<file path="config.mk">
export PLATFORM = sky130hd
export DESIGN_NAME = load_factor_governor_flat
export DESIGN_NICKNAME = d
export VERILOG_FILES = /design/src/design/lfg_pkg.sv /design/src/design/lfg_item_if.sv /design/src/design/lfg_result_if.sv /design/src/design/lfg_peer_cell.sv /design/src/design/load_factor_governor.sv /design/src/flat_wrapper.sv
export VERILOG_INCLUDE_DIRS = /design/src /design/src/design
export SDC_FILE = /design/constraint.sdc
export NUM_CORES = 2
export LEC_CHECK = 0
export ABC_AREA = 0
export BUFFER_PORTS_ARGS = -buffer_cell sky130_fd_sc_hd__buf_2
export CAP_MARGIN = 15
export CELL_PAD_IN_SITES_DETAIL_PLACEMENT = 1
export CELL_PAD_IN_SITES_GLOBAL_PLACEMENT = 2
export CORE_AREA = 5 5 360 397
export DETAILED_ROUTE_END_ITERATION = 10
export DIE_AREA = 0 0 365 402
export PLACE_DENSITY = 0.72
export SKIP_CTS_REPAIR_TIMING = 1
export SYNTH_ARGS = -nofsm -noshare
export SYNTH_HDL_FRONTEND = slang
export SYNTH_SLANG_ARGS = --single-unit
</file>
<file path="constraint.sdc">
create_clock -name clk -period 11.2 [get_ports clk]
set_input_delay 2.24 -clock clk [delete_from_list [all_inputs] [get_ports clk]]
set_output_delay 2.24 -clock clk [all_outputs]
set_load 0.03 [all_outputs]
</file>
<file path="src/design/load_factor_governor_defines.svh">
// Assertion macros used by the governor RTL.
`ifndef LOAD_FACTOR_GOVERNOR_DEFINES_SVH
`define LOAD_FACTOR_GOVERNOR_DEFINES_SVH

`ifndef SYNTH

// Check that ante implies cons in the same cycle.
`define LFG_ASSERT_IMPL(label, clk, rst, ante, cons) \
  label: assert property (@(posedge clk) disable iff (rst) (ante) |-> (cons)) \
    else $error("governor check failed");

// Check that ante implies cons in the following cycle.
`define LFG_ASSERT_NEXT(label, clk, rst, ante, cons) \
  label: assert property (@(posedge clk) disable iff (rst) (ante) |=> (cons)) \
    else $error("governor check failed");

`else

`define LFG_ASSERT_IMPL(label, clk, rst, ante, cons)
`define LFG_ASSERT_NEXT(label, clk, rst, ante, cons)

`endif

`endif

</file>
<file path="src/design/lfg_pkg.sv">
package lfg_pkg;

  // Peer table and load stepping
  localparam int PEER_SLOTS  = 8;
  localparam int LOAD_STEP   = 1;
  localparam int LOAD_START  = 1;
  localparam int SAT_CPU_PCT = 90;

  typedef logic [31:0] ms_t;
  typedef logic [1:0]  level_t;

  // Item opcodes
  localparam logic OP_TICK   = 1'b0;
  localparam logic OP_REPORT = 1'b1;

  // Stress codes, shared by own stress and peer reports
  localparam level_t STRESS_LO  = 2'd0;
  localparam level_t STRESS_MED = 2'd1;
  localparam level_t STRESS_HI  = 2'd2;

  // Run state codes
  localparam logic [1:0] RUN_SCHED = 2'd0;
  localparam logic [1:0] RUN_OVER  = 2'd1;
  localparam logic [1:0] RUN_SAT   = 2'd2;

  // Load change codes
  localparam logic [1:0] CHANGE_NONE = 2'd0;
  localparam logic [1:0] CHANGE_DEC  = 2'd1;
  localparam logic [1:0] CHANGE_INC  = 2'd2;

  // Configuration register indexes
  typedef enum logic [3:0] {
    REG_EXEC_THR,
    REG_CPU_THR,
    REG_LOAD_MIN,
    REG_LOAD_MAX,
    REG_LOW_WIN,
    REG_PEER_TMO,
    REG_ADJ_INT,
    REG_DEC_EN
  } cfg_reg_t;

  // Token passed along the peer cell row during an ageing sweep
  typedef struct packed {
    logic pulse;
    logic low_peer;
    logic high_peer;
  } scan_t;

  // Ageing controls broadcast to every cell
  typedef struct packed {
    ms_t         now;
    logic [15:0] timeout;
    logic        dec_en;
  } age_ctl_t;

endpackage

</file>
<file path="src/design/lfg_item_if.sv">
interface lfg_item_if;
  import lfg_pkg::*;

  logic        valid;
  logic        ready;
  logic        opcode;
  ms_t         now_ms;
  logic        stats_ready;
  logic [15:0] exec_peak;
  logic [15:0] miss_count;
  logic [6:0]  cpu_pct;
  logic [3:0]  active_channels;
  logic [2:0]  peer_index;
  level_t      peer_stress;

  modport source (
    output valid, opcode, now_ms, stats_ready, exec_peak, miss_count, cpu_pct,
           active_channels, peer_index, peer_stress,
    input  ready
  );

  modport sink (
    input  valid, opcode, now_ms, stats_ready, exec_peak, miss_count, cpu_pct,
           active_channels, peer_index, peer_stress,
    output ready
  );
endinterface

</file>
<file path="src/design/lfg_result_if.sv">
interface lfg_result_if;
  import lfg_pkg::*;

  logic       valid;
  logic       ready;
  level_t     stress_out;
  logic       offload_request;
  logic [1:0] run_state;
  logic [7:0] load_out;
  logic [1:0] load_change;

  modport source (
    output valid, stress_out, offload_request, run_state, load_out, load_change,
    input  ready
  );

  modport sink (
    input  valid, stress_out, offload_request, run_state, load_out, load_change,
    output ready
  );
endinterface

</file>
<file path="src/design/lfg_peer_cell.sv">
module lfg_peer_cell (
  input  logic              clk,
  input  logic              rst,
  input  logic              wr,
  input  lfg_pkg::level_t   wr_level,
  input  lfg_pkg::ms_t      wr_time,
  input  lfg_pkg::age_ctl_t ctl,
  input  lfg_pkg::scan_t    scan_in,
  output lfg_pkg::scan_t    scan_out
);
  import lfg_pkg::*;

  logic   valid;
  level_t level;
  ms_t    seen;
  ms_t    age;
  logic   stale;
  logic   live;

  // Age of this slot against the tick time, modulo 2^32
  assign age   = ctl.now - seen;
  assign stale = age > {16'b0, ctl.timeout};
  assign live  = scan_in.pulse && valid && !stale;

  // Hold the valid bit; set on a report, drop when the sweep finds it stale
  always_ff @(posedge clk) begin
    if (rst) begin
      valid <= 1'b0;
    end else if (wr) begin
      valid <= 1'b1;
    end else if (scan_in.pulse && valid && stale) begin
      valid <= 1'b0;
    end
  end

  // Store the reported level and time
  always_ff @(posedge clk) begin
    if (wr) begin
      level <= wr_level;
      seen  <= wr_time;
    end
  end

  // Advance the sweep token, folding in this slot's flags
  always_ff @(posedge clk) begin
    if (rst) begin
      scan_out <= '0;
    end else begin
      scan_out.pulse     <= scan_in.pulse;
      scan_out.low_peer  <= scan_in.low_peer
                            | (live && ctl.dec_en && (level == STRESS_LO));
      scan_out.high_peer <= scan_in.high_peer | (live && (level == STRESS_HI));
    end
  end
endmodule

</file>
<file path="src/design/load_factor_governor.sv">
// Channel   Dir   Word carried
// item      in    opcode, now_ms, window stats, cpu, channels, peer slot and stress
// result    out   stress_out, offload_request, run_state, load_out, load_change
// cfg_*     in    write enable, register index, 16-bit data
//
// A peer report leaves the block idle and gives no result.
// A tick is latched on acceptance; the ageing token then walks the row of peer
// cells one slot a cycle, ST_SCAN latches the peer flags and ST_ADJ adjusts and
// posts the result; the next word is taken once that adjustment has committed.
// Reset is synchronous: all peer slots invalid, load factor at LOAD_START.
// The result sits in an output register; while it stalls, reports and the next
// tick's sweep still go ahead, and only the next tick's result waits for it.
`include "load_factor_governor_defines.svh"

module load_factor_governor (
  input  logic         clk,
  input  logic         rst,
  input  logic         cfg_we,
  input  logic [3:0]   cfg_index,
  input  logic [15:0]  cfg_data,
  lfg_item_if.sink     item,
  lfg_result_if.source result
);
  import lfg_pkg::*;

  typedef enum logic [1:0] {ST_IDLE, ST_SCAN, ST_ADJ} state_t;

  // Configuration registers
  logic [15:0] exec_thr;
  logic [6:0]  cpu_thr;
  logic [7:0]  load_min;
  logic [7:0]  load_max;
  logic [7:0]  low_win;
  logic [15:0] peer_tmo;
  logic [15:0] adj_int;
  logic        dec_en;

  // Governor state
  state_t      state;
  logic        launch;
  ms_t         tick_now;
  logic [6:0]  tick_cpu;
  logic [3:0]  tick_chans;
  logic        tick_ready;
  logic [15:0] held_exec;
  logic [15:0] held_miss;
  logic [7:0]  load_value;
  logic [7:0]  low_streak;
  ms_t         last_adjust;
  logic        low_peer;
  logic        high_peer;

  // Output register
  logic        result_valid;
  level_t      result_stress;
  logic        result_offload;
  logic [1:0]  result_run;
  logic [7:0]  result_load;
  logic [1:0]  result_change;
  logic        res_inc;
  logic        res_dec;

  // Handshake and sweep
  logic        accept;
  logic        tick_acc;
  logic        rep_acc;
  logic        commit;
  age_ctl_t    ctl;
  scan_t       chain [PEER_SLOTS+1];
  scan_t       tail;

  // Adjustment logic
  level_t      stress;
  logic [1:0]  run_code;
  logic        interval_ok;
  logic        dec_path;
  logic        inc_path;
  logic [7:0]  streak_inc;
  logic [8:0]  lv9;
  logic [8:0]  step9;
  logic [8:0]  dn9;
  logic [8:0]  up9;
  logic [7:0]  load_next;
  logic [7:0]  streak_next;
  ms_t         last_next;
  logic [1:0]  change;

  assign item.ready = (state == ST_IDLE);
  assign accept     = item.valid && item.ready;
  assign tick_acc   = accept && (item.opcode == OP_TICK);
  assign rep_acc    = accept && (item.opcode == OP_REPORT);
  assign commit     = (state == ST_ADJ) && (!result_valid || result.ready);

  // Take configuration writes; unknown indexes are dropped
  always_ff @(posedge clk) begin
    if (rst) begin
      exec_thr <= 16'd100;
      cpu_thr  <= 7'd85;
      load_min <= 8'd1;
      load_max <= 8'd100;
      low_win  <= 8'd3;
      peer_tmo <= 16'd5000;
      adj_int  <= 16'd2000;
      dec_en   <= 1'b1;
    end else if (cfg_we) begin
      unique case (cfg_reg_t'(cfg_index))
        REG_EXEC_THR: exec_thr <= cfg_data;
        REG_CPU_THR:  cpu_thr  <= cfg_data[6:0];
        REG_LOAD_MIN: load_min <= cfg_data[7:0];
        REG_LOAD_MAX: load_max <= cfg_data[7:0];
        REG_LOW_WIN:  low_win  <= cfg_data[7:0];
        REG_PEER_TMO: peer_tmo <= cfg_data;
        REG_ADJ_INT:  adj_int  <= cfg_data;
        REG_DEC_EN:   dec_en   <= cfg_data[0];
        default: ;
      endcase
    end
  end

  // Row of peer cells; the token enters at slot 0 the cycle after a tick
  assign chain[0] = '{pulse: launch, low_peer: 1'b0, high_peer: 1'b0};
  assign ctl      = '{now: tick_now, timeout: peer_tmo, dec_en: dec_en};
  assign tail     = chain[PEER_SLOTS];

  for (genvar i = 0; i < PEER_SLOTS; i++) begin : g_slot
    logic sel;
    assign sel = rep_acc && (int'(item.peer_index) == i);

    lfg_peer_cell u_cell (
      .clk      (clk),
      .rst      (rst),
      .wr       (sel),
      .wr_level (item.peer_stress),
      .wr_time  (item.now_ms),
      .ctl      (ctl),
      .scan_in  (chain[i]),
      .scan_out (chain[i+1])
    );
  end

  // Classify own stress and pick the adjustment branch
  always_comb begin
    if (held_miss != 16'd0) begin
      stress = STRESS_HI;
    end else if ((held_exec > exec_thr) || (tick_cpu > cpu_thr)) begin
      stress = STRESS_MED;
    end else begin
      stress = STRESS_LO;
    end

    if (held_miss != 16'd0) begin
      run_code = RUN_OVER;
    end else if (tick_cpu >= 7'(SAT_CPU_PCT)) begin
      run_code = RUN_SAT;
    end else begin
      run_code = RUN_SCHED;
    end

    interval_ok = tick_ready && ((tick_now - last_adjust) >= {16'b0, adj_int});
    dec_path    = dec_en && (stress == STRESS_HI) && low_peer && (tick_chans == 4'd0);
    inc_path    = !dec_path && (stress == STRESS_LO) && !high_peer;
    streak_inc  = (low_streak == 8'hFF) ? low_streak : low_streak + 8'd1;

    lv9   = {1'b0, load_value};
    step9 = 9'(LOAD_STEP);
    dn9   = (lv9 > step9) ? lv9 - step9 : {1'b0, load_min};
    if (dn9 < {1'b0, load_min}) begin
      dn9 = {1'b0, load_min};
    end
    up9 = lv9 + step9;
    if (up9 > {1'b0, load_max}) begin
      up9 = {1'b0, load_max};
    end

    load_next   = load_value;
    streak_next = low_streak;
    last_next   = last_adjust;
    change      = CHANGE_NONE;
    if (interval_ok) begin
      priority if (dec_path) begin
        if (load_value > load_min) begin
          load_next   = dn9[7:0];
          last_next   = tick_now;
          streak_next = 8'd0;
          change      = CHANGE_DEC;
        end
      end else if (inc_path) begin
        streak_next = streak_inc;
        if ((streak_inc >= low_win) && (load_value < load_max)) begin
          load_next   = up9[7:0];
          last_next   = tick_now;
          streak_next = 8'd0;
          change      = CHANGE_INC;
        end
      end else begin
        streak_next = 8'd0;
      end
    end
  end

  // Sequence a tick: latch, sweep the peer row, adjust and post the result
  always_ff @(posedge clk) begin
    if (rst) begin
      state        <= ST_IDLE;
      launch       <= 1'b0;
      held_exec    <= 16'd0;
      held_miss    <= 16'd0;
      load_value   <= 8'(LOAD_START);
      low_streak   <= 8'd0;
      last_adjust  <= '0;
      result_valid <= 1'b0;
    end else begin
      launch <= tick_acc;
      // Raise the result on a commit, drop it once taken
      if (commit) begin
        result_valid <= 1'b1;
      end else if (result.ready) begin
        result_valid <= 1'b0;
      end
      unique case (state)
        ST_IDLE: begin
          if (tick_acc) begin
            tick_now   <= item.now_ms;
            tick_cpu   <= item.cpu_pct;
            tick_chans <= item.active_channels;
            tick_ready <= item.stats_ready;
            if (item.stats_ready) begin
              held_exec <= item.exec_peak;
              held_miss <= item.miss_count;
            end
            state <= ST_SCAN;
          end
        end
        ST_SCAN: begin
          if (tail.pulse) begin
            low_peer  <= tail.low_peer;
            high_peer <= tail.high_peer;
            state     <= ST_ADJ;
          end
        end
        ST_ADJ: begin
          if (commit) begin
            load_value     <= load_next;
            low_streak     <= streak_next;
            last_adjust    <= last_next;
            result_stress  <= stress;
            result_offload <= (stress != STRESS_LO);
            result_run     <= run_code;
            result_load    <= load_next;
            result_change  <= change;
            state          <= ST_IDLE;
          end
        end
        default: state <= ST_IDLE;
      endcase
    end
  end

  assign result.valid           = result_valid;
  assign result.stress_out      = result_stress;
  assign result.offload_request = result_offload;
  assign result.run_state       = result_run;
  assign result.load_out        = result_load;
  assign result.load_change     = result_change;

  assign res_inc = result_valid && (result_change == CHANGE_INC);
  assign res_dec = result_valid && (result_change == CHANGE_DEC);

  `LFG_ASSERT_IMPL(a_tail_in_scan, clk, rst, tail.pulse, state == ST_SCAN)
  `LFG_ASSERT_NEXT(a_tick_launches, clk, rst, tick_acc, launch && (state == ST_SCAN))
  `LFG_ASSERT_IMPL(a_inc_bounded, clk, rst, res_inc, result_load <= load_max)
  `LFG_ASSERT_IMPL(a_dec_bounded, clk, rst, res_dec, result_load >= load_min)
endmodule

</file>
<file path="src/flat_wrapper.sv">
// flat-port wrapper written by rule: the top's interface ports become plain ports
module load_factor_governor_flat import lfg_pkg::*;
  (clk, rst, cfg_we, cfg_index, cfg_data, item_valid, item_opcode, item_now_ms, item_stats_ready, item_exec_peak, item_miss_count, item_cpu_pct, item_active_channels, item_peer_index, item_peer_stress, item_ready, result_valid, result_stress_out, result_offload_request, result_run_state, result_load_out, result_load_change, result_ready);
  lfg_item_if item_i ();
  lfg_result_if result_i ();
  input  logic clk;
  input  logic rst;
  input  logic cfg_we;
  input  logic [3:0] cfg_index;
  input  logic [15:0] cfg_data;
  input wire logic [$bits(item_i.valid)-1:0] item_valid;
  input wire logic [$bits(item_i.opcode)-1:0] item_opcode;
  input wire logic [$bits(item_i.now_ms)-1:0] item_now_ms;
  input wire logic [$bits(item_i.stats_ready)-1:0] item_stats_ready;
  input wire logic [$bits(item_i.exec_peak)-1:0] item_exec_peak;
  input wire logic [$bits(item_i.miss_count)-1:0] item_miss_count;
  input wire logic [$bits(item_i.cpu_pct)-1:0] item_cpu_pct;
  input wire logic [$bits(item_i.active_channels)-1:0] item_active_channels;
  input wire logic [$bits(item_i.peer_index)-1:0] item_peer_index;
  input wire logic [$bits(item_i.peer_stress)-1:0] item_peer_stress;
  output wire logic [$bits(item_i.ready)-1:0] item_ready;
  output wire logic [$bits(result_i.valid)-1:0] result_valid;
  output wire logic [$bits(result_i.stress_out)-1:0] result_stress_out;
  output wire logic [$bits(result_i.offload_request)-1:0] result_offload_request;
  output wire logic [$bits(result_i.run_state)-1:0] result_run_state;
  output wire logic [$bits(result_i.load_out)-1:0] result_load_out;
  output wire logic [$bits(result_i.load_change)-1:0] result_load_change;
  input wire logic [$bits(result_i.ready)-1:0] result_ready;
  assign item_i.valid = item_valid;
  assign item_i.opcode = item_opcode;
  assign item_i.now_ms = item_now_ms;
  assign item_i.stats_ready = item_stats_ready;
  assign item_i.exec_peak = item_exec_peak;
  assign item_i.miss_count = item_miss_count;
  assign item_i.cpu_pct = item_cpu_pct;
  assign item_i.active_channels = item_active_channels;
  assign item_i.peer_index = item_peer_index;
  assign item_i.peer_stress = item_peer_stress;
  assign item_ready = item_i.ready;
  assign result_valid = result_i.valid;
  assign result_stress_out = result_i.stress_out;
  assign result_offload_request = result_i.offload_request;
  assign result_run_state = result_i.run_state;
  assign result_load_out = result_i.load_out;
  assign result_load_change = result_i.load_change;
  assign result_i.ready = result_ready;
  load_factor_governor u_core (.clk(clk), .rst(rst), .cfg_we(cfg_we), .cfg_index(cfg_index), .cfg_data(cfg_data), .item(item_i), .result(result_i));
endmodule
</file>
Word-level counts from Yosys, hierarchy flattened

Cells that the tools add are included.

$add $sub $neg: 12
Multipliers: 0
Div/mod/pow operators: 0
Order comparisons: 18
Equality and inequality tests: 30
Shift operators: 0
Mux-type cells: 46
Bitwise logic cells: 16
Reduce and logical (&&, ||, !) cells: 122

Operators by type and width:

| operator            | count |
|---|---|
| $sub 32x32->32      | 9 |
| $gt 32x16->1        | 8 |
| $mux 32             | 4 |
| $mux 8              | 12 |
| $logic_and 1x1->1   | 67 |
| $ge 32x16->1        | 1 |
| $reduce_bool 2->1   | 12 |
| $eq 2x2->1 const B  | 10 |
| $logic_not 2->1     | 10 |
| $mux 1              | 20 |
| $reduce_and 2->1    | 9 |
| $eq 4x3->1 const B  | 4 |
| $gt 16x16->1        | 1 |
| $mux 2              | 8 |
| $reduce_bool 16->1  | 1 |
| $reduce_and 3->1    | 5 |
| $or 1x1->1          | 14 |
| $eq 3x3->1 const B  | 4 |
| $logic_not 1->1     | 11 |
| $add 8x1->9 const B | 1 |
| $gt 9x8->1          | 1 |
| $lt 9x8->1          | 1 |
| $mux 9              | 1 |
| $sub 8x1->9 const B | 1 |
| 22 further kinds    | 29 |

Bits in registers: 529
Latch bits: 0
Memory bits (writable): 0
Memory bits (read-only): 0
Bits of input ports: 107
Output and inout bits: 17
Word-level logic and storage cells: 319
Memories: 0

Logic depth before layout (Yosys ltp)

Depth in word-level cells: 14
Depth in mapped cells: 25

Modules after synthesis

From an unflattened synthesis, not the netlist that was laid out.

Cell total of the unflattened synthesis: 4909
Area, all modules: 42588.3 sq um

By module, submodules not included:

| module                                      | times used | cells each | area each (sq um) | seq. area each (sq um) |
|---|---|---|---|---|
| lfg_peer_cell (u_core.g_slot[1].u_cell ...) | 4          | 419        | 3678.5            | 1101.1 |
| load_factor_governor                        | 1          | 1515       | 13107.6           | 5114.9 |
| lfg_peer_cell (u_core.g_slot[0].u_cell ...) | 2          | 453        | 3777.4            | 1101.1 |
| lfg_peer_cell (u_core.g_slot[4].u_cell)     | 1          | 407        | 3609.7            | 1101.1 |
| lfg_peer_cell (u_core.g_slot[2].u_cell)     | 1          | 405        | 3602.2            | 1101.1 |

Least setup slack after synthesis

OpenSTA, ideal clock, no wires.

Kind: input port to flip-flop
Start point: input item_peer_index[2]
End point: register u_core.g_slot[0].u_cell.level[0], enable pin
Arrival time: 4.909 ns
Slack: 5.821 ns
Stages on the path: 2
Buffers on the path: 0
Cells stage by stage: nand4b_1 -> nor3_1

Word-level cells in the longest chain between the ends: 2

Ends and longest elaborated chain:

| what                     | RTL line                    | source |
|---|---|---|
| start, declared          | flat_wrapper.sv:19          | `input wire logic [$bits(item_i.peer_index)-1:0] item_peer_index;` |
| $logic_not 3->1          | load_factor_governor.sv:127 | `assign sel = rep_acc && (int'(item.peer_index) == i);` |
| $logic_and 1x1->1        | load_factor_governor.sv:127 |  |
| net u_core.g_slot[0].sel | load_factor_governor.sv:126 | `logic sel;` |
| end signal, assigned     | lfg_peer_cell.sv:39         | `level <= wr_level;` |
| end, declared            | lfg_peer_cell.sv:14         | `level_t level;` |

The timed path passes the listed nets, and every way through them passes these cells.
A chain may end at the register's enable or synchronous reset.

Worst setup path in the final report

Start point: register u_core.tick_now[1]
End point: register u_core.g_slot[1].u_cell.valid

Word-level cells in the longest chain between the ends: 4

Ends and longest elaborated chain:

| what                               | RTL line                    | source |
|---|---|---|
| start, declared                    | load_factor_governor.sv:41  | `ms_t tick_now;` |
| start signal, assigned             | load_factor_governor.sv:223 | `tick_now <= item.now_ms;` |
| $sub 32x32->32                     | lfg_peer_cell.sv:21         | `assign age = ctl.now - seen;` |
| $gt 32x16->1                       | lfg_peer_cell.sv:22         | `assign stale = age > {16'b0, ctl.timeout};` |
| $logic_and 1x1->1                  | lfg_peer_cell.sv:31         | `end else if (scan_in.pulse && valid && stale) begin` |
| $reduce_bool 2->1 (no source line) | n/a                         |  |
| end signal, assigned               | lfg_peer_cell.sv:28         | `valid <= 1'b0;` |
| end signal, assigned               | lfg_peer_cell.sv:30         | `valid <= 1'b1;` |
| end signal, assigned               | lfg_peer_cell.sv:32         | `valid <= 1'b0;` |
| end, declared                      | lfg_peer_cell.sv:13         | `logic valid;` |

No other way between the ends.

==> impl_metrics.toml <==
[synthesis]
syn_avg_cell_area_um2 = 8.81
yosysWarnings = 0
synthCells = 4517
yosysSeqAreaShare = 0.350
netlist_area_mm2 = 0.0398
synth_nets = 5122
synth_cell_types = 93
ys.flop_type = "edfxtp_1"
synth_edf_count = 333
ys_ff_latch = 529
async_reset_ff_frac = 0

[setup_path]
path_cells = "buf_4 -> inv_1 -> fa_1 -> nand2b_1 -> a21oi_1 -> a211oi_1 -> o31ai_1 -> a21oi_1 -> xnor2_1 -> ha_1 -> nand4_1 -> nor3_1 -> nand2_1 -> o311a_1 -> a2111oi_0 -> o2111ai_1 -> a2111oi_0 -> nand4_1 -> nor4_1 -> nand4_1 -> o21ai_0"
end_kind = "flop"
start_kind = "flop"
rr_startpoint = "u_core.tick_now[1]"
worst-setup-path-type = "reg2reg"
critPathMaxFanout = 12
critPathMaxStageDelay_ps = 840
startpoint = "u_core.tick_now[1]"
cp_slowest_cell = "o31ai_1"
cp.required_ps = 11770
worst_path_most_repeated_cell = "nand4_1"
cp.arrival_ps = 6830

[final_layout]
drive_gt1_frac = 0.0756
nets = 5217
instances_no_fill = 6489
synthToLayoutAreaGrowth_pct = 13.2

[drt]
drtIter0Drc = 1736
wl_per_cell_um = 22.2
drc = 0
ant_nets = 0
vias = 34700
dr.pass1.iters = 5
vias_per_cell = 5.34
drt-total-wl_um = 144000

[cts]
htreeDepth = 3
numCtsBuffers = 72
clk_latency_ps = 650
cts_tree = "done"
clk_path_buf_depth = 3
root_buffer = "clkbuf_16"
clkSlewWorstSetupHoldPaths_ps = 60
cts_sinks = 529

[global_route]
antenna_found_initial = 9
grtUsageMet3 = 0.0194
grt_pass1_vias = 36700
overflow = 0
grt_max_degree = 74
grt_pass1_wl_um = 218000
busiest_layer = "met2"
use_met1 = 0.235
use_met2 = 0.352
grt_usage = 0.191

[placed_design]
io_buffer_count = 123
hpwlAfterDp_um = 112000
globalplace.congestion = 0.873
placed_cells = 6350

[floorplanning]
dieArea_mm2 = 0.147
dieWidth_um = 365
core.rowCount = 143
dieHeight_um = 402
coreArea_mm2 = 0.138
io_pins = 124
start_util = 0.288

[sta]
setup_tns_ps = 0
fin_crit_ps = 6250
timing.slew.headroom = 0.188
skew_ps = 35.8
post-route-period-util = 0.558
max_freq_ghz = 0.160
tightest_slew_ps = 1190
rsz0062_at_grt = "false"
slew_viol_final = 0
setup_viol = 0
hold_viol = 0

[power]
power_mw = 5.17
p_leak_nw = 18.4
peakVddDrop_mv = 0.117
p_per_area_mw_per_mm2 = 115

[flow_run]
drv_cap = 0

[min_path]
min_from = "u_core.adj_int[13]"
hold_path.class = "reg2reg"

[run_status]
status = "complete, no violations"
==> final timing paths <==
kind                                                      end  slack (ps)  cells after the start
worst max-delay path            u_core.g_slot[1].u_cell.valid        4950                     21
worst min-delay path                       u_core.adj_int[13]         450                      2
worst max register to register  u_core.g_slot[1].u_cell.valid        4950                     21
worst min register to register             u_core.adj_int[13]         450                      2
==> registers in the layout (all words and copies together) (netlist names), 16 cells and up <==
name                           count
u_core.peer_tmo                   16
u_core.g_slot.u_cell.level        16
u_core.exec_thr                   16
u_core.held_miss                  16
u_core.g_slot.u_cell.scan_out     24
u_core.last_adjust                32
u_core.held_exec                  16
u_core.tick_now                   32
u_core.g_slot.u_cell.seen        256
u_core.adj_int                    16
==> final cells by class <==
type | instances | area (um2)
inverters | 440 | 1650
fillers | 16200 | 92900
multi-input cells | 3392 | 23700
flip-flops and latches | 529 | 13900
well taps | 1812 | 2270
clock buffers | 91 | 1970
clock inverters | 40 | 513
repair buffers | 177 | 1020
diodes | 8 | 20.0
==> cells in the final DEF (no fill, tap or decap), types with 56 or more instances in the layout <==
master       n
nand2b_1    60
nor3_1      65
nand2_1    424
mux2i_1     56
xor2_1      75
a21oi_1    454
nand3_1     86
xnor2_1    116
buf_2      123
o211ai_1    59
clkbuf_16   74
dfxtp_1    196
o21ai_0    209
ha_1       489
edfxtp_1   333
nor2b_1     63
nor2_1     293
inv_1      439
o31ai_1     57
nand4_1    121
o21a_1      66
a21o_1     128
==> routing by layer <==
metal / part of all wire / up-vias
met5: 0.00016 / -
li1: - / 16700
met3: 0.028 / 195
met2: 0.51 / 512
met1: 0.44 / 17200
met4: 0.029 / 4
==> kinds of logic after synthesis <==
logic type,Yosys count,share of synthesized area
buf+inv,596,0.0576
compound gates,1300,0.210
mux,69,0.0178
fa+ha+maj,498,0.158
simple gates,1333,0.164
flops,529,0.350
xor+xnor,192,0.0425
==> power by group <==
part / switching, mW / internal [mW] / total [mW]
Combinational: 0.400 / 0.221 / 0.621
Sequential: 0.0170 / 2.10 / 2.11
Clock: 0.956 / 1.48 / 2.44
Total: 1.37 / 3.80 / 5.17
==> critical path, delay by kind of cell (launching register included) <==
kind            cells  cell delay, ps
simple gates        7            1500
flops               1             370
compound gates      9            2710
xor+xnor            1             190
fa+ha+maj           2             830
buf+inv             2             560
==> through the flow <==
stage | util | instance area, um2 | setup slack (ps) | hold WS (ps)
2_1_floorplan | - | 39800 | 5820 | 386
3_3_place_gp | 0.308 | 42500 | 5030 | 425
3_5_place_dp | 0.308 | 42500 | 4910 | 428
4_1_cts | 0.326 | 45000 | 4880 | 456
5_1_grt | 0.326 | 45000 | 4330 | 469
6_report | 0.326 | 45000 | 4950 | 455
==> Yosys cell counts (all sizes together), types with 44 or more instances <==
cell / instances / share of area
ha: 489 / 0.15
a21oi: 455 / 0.058
inv: 440 / 0.042
nand2: 425 / 0.040
edfxtp: 333 / 0.25
nor2: 301 / 0.028
o21ai: 211 / 0.027
dfxtp: 196 / 0.099
a21o: 128 / 0.024
clkbuf: 128 / 0.012
nand4: 122 / 0.019
xnor2: 116 / 0.026
nand3: 86 / 0.011
xor2: 76 / 0.017
nor3: 69 / 0.0089
o21a: 66 / 0.012
nor2b: 63 / 0.0099
nand2b: 60 / 0.0094
o211ai: 60 / 0.011
o31ai: 59 / 0.011
mux2i: 56 / 0.014
a211oi: 44 / 0.0083
(Power assumes the default switching activity.)
